<file path="src/spq_pkg.sv">
// Shared types and constants for the sorted priority queue.
// Used by spq_cell, sorted_priority_queue and the testbench; depends on nothing.
package spq_pkg;

    // Fixed widths of the transaction fields
    localparam int ID_FIELD_W    = 16;
    localparam int PRI_FIELD_W   = 8;
    localparam int COUNT_FIELD_W = 5;
    localparam int STATUS_W      = 2;

    // Result status codes
    typedef enum logic [STATUS_W-1:0] {
        STATUS_DONE       = 2'd0,
        STATUS_EMPTY_POP  = 2'd1,
        STATUS_FULL_DROP  = 2'd2
    } status_t;

    // Request mode codes
    localparam logic MODE_INSERT = 1'b0;
    localparam logic MODE_REMOVE = 1'b1;

    // Operation broadcast to every cell of the chain
    typedef struct packed {
        logic insert;
        logic remove;
    } cell_op_t;

endpackage

</file>
<file path="src/spq_cell.sv">
// One slot of the sorted queue: holds an (id, priority) entry and a valid bit.
// Depends on spq_pkg; chained by sorted_priority_queue.
module spq_cell #(
    parameter int ID_WIDTH       = 16,
    parameter int PRIORITY_WIDTH = 8
) (
    input  logic                      clk,
    input  logic                      rst_n,
    input  spq_pkg::cell_op_t         op,
    input  logic [ID_WIDTH-1:0]       new_id,
    input  logic [PRIORITY_WIDTH-1:0] new_pri,
    // neighbor toward the head
    input  logic                      left_before,
    input  logic [ID_WIDTH-1:0]       left_id,
    input  logic [PRIORITY_WIDTH-1:0] left_pri,
    input  logic                      left_valid,
    // neighbor toward the tail
    input  logic [ID_WIDTH-1:0]       right_id,
    input  logic [PRIORITY_WIDTH-1:0] right_pri,
    input  logic                      right_valid,
    // this slot
    output logic                      ahead,
    output logic [ID_WIDTH-1:0]       id,
    output logic [PRIORITY_WIDTH-1:0] pri,
    output logic                      valid
);

    logic [ID_WIDTH-1:0]       id_reg, id_next;
    logic [PRIORITY_WIDTH-1:0] pri_reg, pri_next;
    logic                      valid_reg, valid_next;

    // New entry belongs at or ahead of this slot (empty slots always qualify)
    assign ahead = !valid_reg
                || (new_pri > pri_reg)
                || ((new_pri == pri_reg) && (new_id <= id_reg));

    // Insert: shift right from the insertion point; remove: shift left
    always_comb
    begin
        id_next    = id_reg;
        pri_next   = pri_reg;
        valid_next = valid_reg;
        if (op.insert)
        begin
            if (left_before)
            begin
                id_next    = left_id;
                pri_next   = left_pri;
                valid_next = left_valid;
            end
            else if (ahead)
            begin
                id_next    = new_id;
                pri_next   = new_pri;
                valid_next = 1'b1;
            end
        end
        else if (op.remove)
        begin
            id_next    = right_id;
            pri_next   = right_pri;
            valid_next = right_valid;
        end
    end

    always_ff @(posedge clk or negedge rst_n)
    begin
        if (!rst_n)
        begin
            id_reg    <= '0;
            pri_reg   <= '0;
            valid_reg <= 1'b0;
        end
        else
        begin
            id_reg    <= id_next;
            pri_reg   <= pri_next;
            valid_reg <= valid_next;
        end
    end

    assign id    = id_reg;
    assign pri   = pri_reg;
    assign valid = valid_reg;

endmodule

</file>
<file path="src/sorted_priority_queue.sv">
// Top level of the sorted priority queue: a chain of spq_cell slots plus count and result.
// Depends on spq_pkg and spq_cell.
//
// Bounded priority queue kept sorted in a row of CAPACITY cells; cell 0 is
// the head (highest priority, lowest id among equal priorities). Each input
// transaction inserts (mode 0) or removes the head (mode 1) and yields exactly
// one result transaction reporting the head id, emptiness, count and status.
// Every cell compares the incoming entry with its own in parallel and shifts
// with its neighbor in the same cycle, so one transaction completes per clock
// cycle unless out_ready stalls; a new transaction enters in the cycle its
// predecessor's result is taken: one per cycle sustained while out_ready is
// high. An empty remove or a full insert leaves the contents unchanged and
// reports a status code. No clearing pass is needed after reset.
module sorted_priority_queue #(
    parameter int CAPACITY       = 16,
    parameter int ID_WIDTH       = 16,
    parameter int PRIORITY_WIDTH = 8
) (
    input  logic                             clk,
    input  logic                             rst_n,
    input  logic                             in_valid,
    output logic                             in_ready,
    input  logic                             mode,
    input  logic [spq_pkg::ID_FIELD_W-1:0]   item_id,
    input  logic [spq_pkg::PRI_FIELD_W-1:0]  priority_req,
    output logic                             out_valid,
    input  logic                             out_ready,
    output logic [spq_pkg::ID_FIELD_W-1:0]   head_id,
    output logic                             queue_empty,
    output logic [spq_pkg::COUNT_FIELD_W-1:0] entry_count,
    output logic [spq_pkg::STATUS_W-1:0]     status
);

    localparam int CNT_W = $clog2(CAPACITY + 1);

    logic                      accept;
    logic [ID_WIDTH-1:0]       new_id;
    logic [PRIORITY_WIDTH-1:0] new_pri;
    spq_pkg::cell_op_t         op;
    spq_pkg::status_t          status_reg, status_next;
    logic [CNT_W-1:0]          count_reg, count_next;
    logic                      out_valid_reg, out_valid_next;
    logic                      is_full, is_empty;

    logic [CAPACITY-1:0]       cell_before;
    logic [CAPACITY-1:0]       cell_valid;
    logic [ID_WIDTH-1:0]       cell_id  [CAPACITY];
    logic [PRIORITY_WIDTH-1:0] cell_pri [CAPACITY];

    // Handshake: result register drains as the next transaction enters
    assign in_ready = !out_valid_reg || out_ready;
    assign accept   = in_valid && in_ready;

    // Fit input fields to the stored widths
    genvar b;
    generate
        for (b = 0; b < ID_WIDTH; b++)
        begin : g_id_in
            if (b < spq_pkg::ID_FIELD_W)
            begin : g_bit
                assign new_id[b] = item_id[b];
            end
            else
            begin : g_zero
                assign new_id[b] = 1'b0;
            end
        end
        for (b = 0; b < PRIORITY_WIDTH; b++)
        begin : g_pri_in
            if (b < spq_pkg::PRI_FIELD_W)
            begin : g_bit
                assign new_pri[b] = priority_req[b];
            end
            else
            begin : g_zero
                assign new_pri[b] = 1'b0;
            end
        end
    endgenerate

    assign is_full  = (count_reg == CNT_W'(CAPACITY));
    assign is_empty = (count_reg == '0);

    // Decode the transaction into a cell operation, count and status
    always_comb
    begin
        op.insert      = 1'b0;
        op.remove      = 1'b0;
        count_next     = count_reg;
        status_next    = status_reg;
        out_valid_next = out_valid_reg;
        if (out_ready)
        begin
            out_valid_next = 1'b0;
        end
        if (accept)
        begin
            out_valid_next = 1'b1;
            status_next    = spq_pkg::STATUS_DONE;
            if (mode == spq_pkg::MODE_INSERT)
            begin
                if (is_full)
                begin
                    status_next = spq_pkg::STATUS_FULL_DROP;
                end
                else
                begin
                    op.insert  = 1'b1;
                    count_next = count_reg + 1'b1;
                end
            end
            else
            begin
                if (is_empty)
                begin
                    status_next = spq_pkg::STATUS_EMPTY_POP;
                end
                else
                begin
                    op.remove  = 1'b1;
                    count_next = count_reg - 1'b1;
                end
            end
        end
    end

    always_ff @(posedge clk or negedge rst_n)
    begin
        if (!rst_n)
        begin
            count_reg     <= '0;
            status_reg    <= spq_pkg::STATUS_DONE;
            out_valid_reg <= 1'b0;
        end
        else
        begin
            count_reg     <= count_next;
            status_reg    <= status_next;
            out_valid_reg <= out_valid_next;
        end
    end

    // Chain of cells; the ends see an empty neighbor
    genvar i;
    generate
        for (i = 0; i < CAPACITY; i++)
        begin : g_cell
            logic                      l_before;
            logic [ID_WIDTH-1:0]       l_id;
            logic [PRIORITY_WIDTH-1:0] l_pri;
            logic                      l_valid;
            logic [ID_WIDTH-1:0]       r_id;
            logic [PRIORITY_WIDTH-1:0] r_pri;
            logic                      r_valid;

            if (i == 0)
            begin : g_head
                assign l_before = 1'b0;
                assign l_id     = '0;
                assign l_pri    = '0;
                assign l_valid  = 1'b0;
            end
            else
            begin : g_mid_l
                assign l_before = cell_before[i-1];
                assign l_id     = cell_id[i-1];
                assign l_pri    = cell_pri[i-1];
                assign l_valid  = cell_valid[i-1];
            end

            if (i == CAPACITY - 1)
            begin : g_tail
                assign r_id    = '0;
                assign r_pri   = '0;
                assign r_valid = 1'b0;
            end
            else
            begin : g_mid_r
                assign r_id    = cell_id[i+1];
                assign r_pri   = cell_pri[i+1];
                assign r_valid = cell_valid[i+1];
            end

            spq_cell #(
                .ID_WIDTH       (ID_WIDTH),
                .PRIORITY_WIDTH (PRIORITY_WIDTH)
            ) u_cell (
                .clk         (clk),
                .rst_n       (rst_n),
                .op          (op),
                .new_id      (new_id),
                .new_pri     (new_pri),
                .left_before (l_before),
                .left_id     (l_id),
                .left_pri    (l_pri),
                .left_valid  (l_valid),
                .right_id    (r_id),
                .right_pri   (r_pri),
                .right_valid (r_valid),
                .ahead       (cell_before[i]),
                .id          (cell_id[i]),
                .pri         (cell_pri[i]),
                .valid       (cell_valid[i])
            );
        end
    endgenerate

    // Result fields read straight from the updated state
    generate
        for (b = 0; b < spq_pkg::ID_FIELD_W; b++)
        begin : g_head_out
            if (b < ID_WIDTH)
            begin : g_bit
                assign head_id[b] = cell_valid[0] & cell_id[0][b];
            end
            else
            begin : g_zero
                assign head_id[b] = 1'b0;
            end
        end
        for (b = 0; b < spq_pkg::COUNT_FIELD_W; b++)
        begin : g_cnt_out
            if (b < CNT_W)
            begin : g_bit
                assign entry_count[b] = count_reg[b];
            end
            else
            begin : g_zero
                assign entry_count[b] = 1'b0;
            end
        end
    endgenerate

    assign queue_empty = is_empty;
    assign status      = status_reg;
    assign out_valid   = out_valid_reg;

endmodule

</file>
<file path="config.mk">
export PLATFORM = sky130hd
export DESIGN_NAME = sorted_priority_queue
export DESIGN_NICKNAME = d
export VERILOG_FILES = /design/src/spq_pkg.sv /design/src/spq_cell.sv /design/src/sorted_priority_queue.sv
export SDC_FILE = /design/constraint.sdc
export NUM_CORES = 2
export LEC_CHECK = 0
export ABC_AREA = 1
export BUFFER_PORTS_ARGS = -buffer_cell sky130_fd_sc_hd__buf_4
export CAP_MARGIN = 15
export CORE_MARGIN = 3
export CORE_UTILIZATION = 55
export CTS_BUF_LIST = sky130_fd_sc_hd__clkbuf_8 sky130_fd_sc_hd__clkbuf_16
export DETAILED_ROUTE_END_ITERATION = 10
export HOLD_SLACK_MARGIN = 0.1
export PLACE_DENSITY_LB_ADDON = 0.25
export SLEW_MARGIN = 10
export SYNTH_ARGS = -nofsm -noshare
export SYNTH_HDL_FRONTEND = slang
export SYNTH_SLANG_ARGS = --single-unit
</file>
<file path="constraint.sdc">
create_clock -name clk -period 4.3 [get_ports clk]
set_input_delay 0.86 -clock clk [delete_from_list [all_inputs] [get_ports clk]]
set_output_delay 0.86 -clock clk [all_outputs]
set_load 0.05 [all_outputs]
</file>
==> impl_summary.log <==
[metrics] sum of net half-perimeters after detailed placement: 84100 um
[metrics] startpoint types: input port
[metrics] die outline height: 261 um
[metrics] start point of the critical path: item_id[15]
[metrics] DRC marker count from the first detailed-route iteration: 4164
[metrics] Relative slew margins: 0.0972
[metrics] global-route met2 utilization: 0.576
[metrics] clock root buffer: sky130_fd_sc_hd__clkbuf_16
[metrics] category of the most critical setup path: in2reg
[metrics] 1st-pass router iterations: 6
[metrics] number of non-filler instances in the completed layout: 6350
[metrics] number of flip-flops under the largest register name: 256
[metrics] die outline width: 261 um
[metrics] number of top-level pins: 55
[metrics] Post-CTS Setup Repair Bufs: 0
[metrics] setup clock skew after layout: 25.7 ps
[metrics] TritonCTS Sinks: 408
[metrics] start of the worst register-to-register path: g_cell[2].u_cell.id[13]$_DFFE_PN0P_
[metrics] TritonCTS buffer count: 51
[metrics] Initial Utilization: 0.562
[metrics] pin count of the biggest net entering global routing: 116
[metrics] minimum clock period: 3500 ps
[metrics] routed via count: 37275
[metrics] Register-to-Register Path Depth: 13
[metrics] number of warnings reported in the yosys synthesis log: 0
[metrics] number of max-slew violations in the final report: 0
[metrics] Crit path top cell by count: sky130_fd_sc_hd__nand2_1
[metrics] last element of the critical path: g_cell[2].u_cell.id[9]$_DFFE_PN0P_
[metrics] met3 usage: 0.0718
[metrics] setup repair after global routing missed its margin: no
[metrics] endpoint of the worst-slack reg-to-reg timing path: g_cell[2].u_cell.id[9]$_DFFE_PN0P_
[metrics] number of gates given a new drive strength after cts: 0
[metrics] Post-Syn Nets: 5998
[metrics] standby leakage power: 21.7 nW
[metrics] count of max-cap constraint violations: 0
[metrics] worst endpoint data arrival time: 4010 ps
[metrics] post-detailed-route DRC marker count: 0
[metrics] Syn Inst Count: 5581
[metrics] outcome: finished clean
[metrics] part of the Yosys area used for sequential elements: 0.285
[metrics] setup slack on the worst flop-to-flop path: 970 ps
[metrics] class of the most critical hold timing path: in2async
[metrics] setup-violating endpoint count in the final report: 0
[metrics] clock latency at the later pin of the worst-skew pair: 630 ps
[metrics] number of cell rows: 92
[metrics] Worst-Margin Slew: 1350 ps
[metrics] number of hold buffers added after CTS: 0
[metrics] Routed WL per cell: 19.5 um
[metrics] Worst Path Required: 4810 ps
[metrics] crit path capture type: register
[metrics] share of post-route cells with drive strength above 1: 0.0531
[metrics] global router's overall resource usage: 0.360
[metrics] Total Negative Setup Slacks: 0 ps
[metrics] number of synthesized register bits: 408
[metrics] total grt overflow: 0
[metrics] worst slack after detailed placement: 224 ps
[metrics] per-cell via count in the routed design: 5.87
[metrics] # nets final: 5882
[metrics] number of cells in the design after placement: 6256
[metrics] final hold violations: 0
[metrics] number of antenna violations at the first check in global routing: 0
[metrics] number of antenna diodes: 0
[metrics] top achievable clock speed: 285 MHz
[metrics] library cells used by synthesis: 35
[metrics] Period Utilization, post-route: 0.815
[metrics] Most Crowded Layer GR: met2
[metrics] first-pass GRT wire length: 193000 um
[metrics] count of nets left with antenna violations after detail routing: 0
[metrics] Layout area overhead: 6.71%
[metrics] Max rail drop VDD: 418 uV
[metrics] area of the core: 0.0637 mm2
[metrics] maximum level of the CTS H-tree: 2
[metrics] final core occ: 0.600
[metrics] post-layout worst setup margin: 796 ps
[metrics] die outline area: 0.0681 mm2
[metrics] port bufs: 54
[metrics] Worst-path clk slew: 60 ps
[metrics] CTS Buffer Depth: 3
[metrics] Worst path max stage delay: 770 ps
[metrics] global placement routability congestion: 0.927
[metrics] overall routed net length: 124000 um
[metrics] slowest cell on the critical path: sky130_fd_sc_hd__o21ai_4
[metrics] post-synthesis average cell area: 6.41 um2
[metrics] clock tree from TritonCTS: built
[metrics] critical path cell sequence: buf_4 > ha_1 > nand2_1 > nor3_1 > nand2_1 > nand2_1 > nand2_1 > nand2_1 > nand2_2 > o21ai_4 > nand2_2 > nand2_1 > nand2_1
[metrics] PwrDens: 350 mW/mm2
[metrics] via count of the first global-routing pass: 34982
[metrics] worst-path maximum fanout: 37
[metrics] netlist area before placement: 0.0358 mm2
[metrics] met1 track utilization from global routing: 0.456
==> where the power goes <==
group	total (W)	switching, W	leakage (nW)	internal, W
sequential	0.00447	0.000294	5.65	0.00417
clock	0.00443	0.00183	0.890	0.00261
combinational	0.00446	0.00322	15.1	0.00124
total	0.0134	0.00534	21.7	0.00802
==> metal layers <==
layer,vias to the layer above,part of all wire
li1,17727,-
met1,17276,0.40
met2,1775,0.45
met3,497,0.089
met4,0,0.065
met5,-,0
==> stage by stage <==
step                cell area, um2  power (W)  hold WS [ps]
floorplan                    35800    0.00768           453
global placement             36400    0.00880           468
detailed placement           36400    0.00890           474
CTS                          38100     0.0133           317
global route                 38200     0.0141           363
finish                       38200     0.0134           280
==> final cells by class <==
class / count / area [um2]
Tap cell: 846 / 1060
Inverter: 554 / 2090
Clock buffer: 66 / 1490
Timing Repair Buffer: 142 / 1210
Clock inverter: 26 / 213
Fill cell: 6201 / 25500
Sequential cell: 408 / 10200
Multi-Input combinational cell: 4308 / 21900
==> worst max-delay path: cells and delay by family <==
kind                     cells  cell delay [ps]
adder cells (fa/ha/maj)      1              240
buffers and inverters        1              430
AO/OA/AOI/OAI                1              770
AND/OR/NAND/NOR             10             1690
==> worst min path at each step <==
| stage | from | to | slack, ps | depth (start not counted) |
|---|---|---|---|---|
| global placement | g_cell[0].u_cell.pri[6]$_DFFE_PN0P_ | g_cell[0].u_cell.pri[6]$_DFFE_PN0P_ | 470 | 2 |
| finish | rst_n | g_cell[0].u_cell.id[8]$_DFFE_PN0P_ | 280 | 1 |
| detailed placement | g_cell[0].u_cell.pri[6]$_DFFE_PN0P_ | g_cell[0].u_cell.pri[6]$_DFFE_PN0P_ | 470 | 2 |
| floorplan | g_cell[0].u_cell.pri[3]$_DFFE_PN0P_ | g_cell[0].u_cell.pri[3]$_DFFE_PN0P_ | 450 | 2 |
| CTS | rst_n | g_cell[0].u_cell.id[10]$_DFFE_PN0P_ | 320 | 1 |
| global route | rst_n | g_cell[0].u_cell.id[8]$_DFFE_PN0P_ | 360 | 1 |
==> cell usage in the layout (no fill, tap or decap), types with 15 or more instances in the layout <==
cell / instances
sky130_fd_sc_hd__a21oi_1: 149
sky130_fd_sc_hd__a21oi_2: 15
sky130_fd_sc_hd__buf_4: 131
sky130_fd_sc_hd__clkbuf_16: 52
sky130_fd_sc_hd__dfrtp_1: 408
sky130_fd_sc_hd__ha_1: 387
sky130_fd_sc_hd__inv_1: 560
sky130_fd_sc_hd__nand2_1: 2326
sky130_fd_sc_hd__nand2_2: 24
sky130_fd_sc_hd__nand3_1: 993
sky130_fd_sc_hd__nand4_1: 92
sky130_fd_sc_hd__nor2_1: 133
sky130_fd_sc_hd__nor3_1: 25
sky130_fd_sc_hd__o21ai_0: 106
==> synth_stat cells (all sizes together) <==
master     n  area [um2]
nand2   2357        8970
nand3    999        5050
inv      554        2080
dfrtp    408       10200
ha       387        4840
buf      202        1180
a21oi    164         877
nor2     136         533
o21ai    113         629
clkbuf   109         409
nand4     92         576
nor3      25         125
a21o      14         105
o21a      10        75.1
xor2       3        26.3
o21bai     2        15.0
o31ai      2        15.0
fa         1        20.0
nor4       1        12.5
or2        1        6.26
xnor2      1        8.76
==> cell families after synthesis <==
group	share of synthesized area
XOR/XNOR	0.000980
AO/OA/AOI/OAI	0.0480
flip-flops	0.285
AND/OR/NAND/NOR	0.427
adder cells (fa/ha/maj)	0.136
buffers and inverters	0.103
No activity file was read; power rests on OpenSTA's default activity.
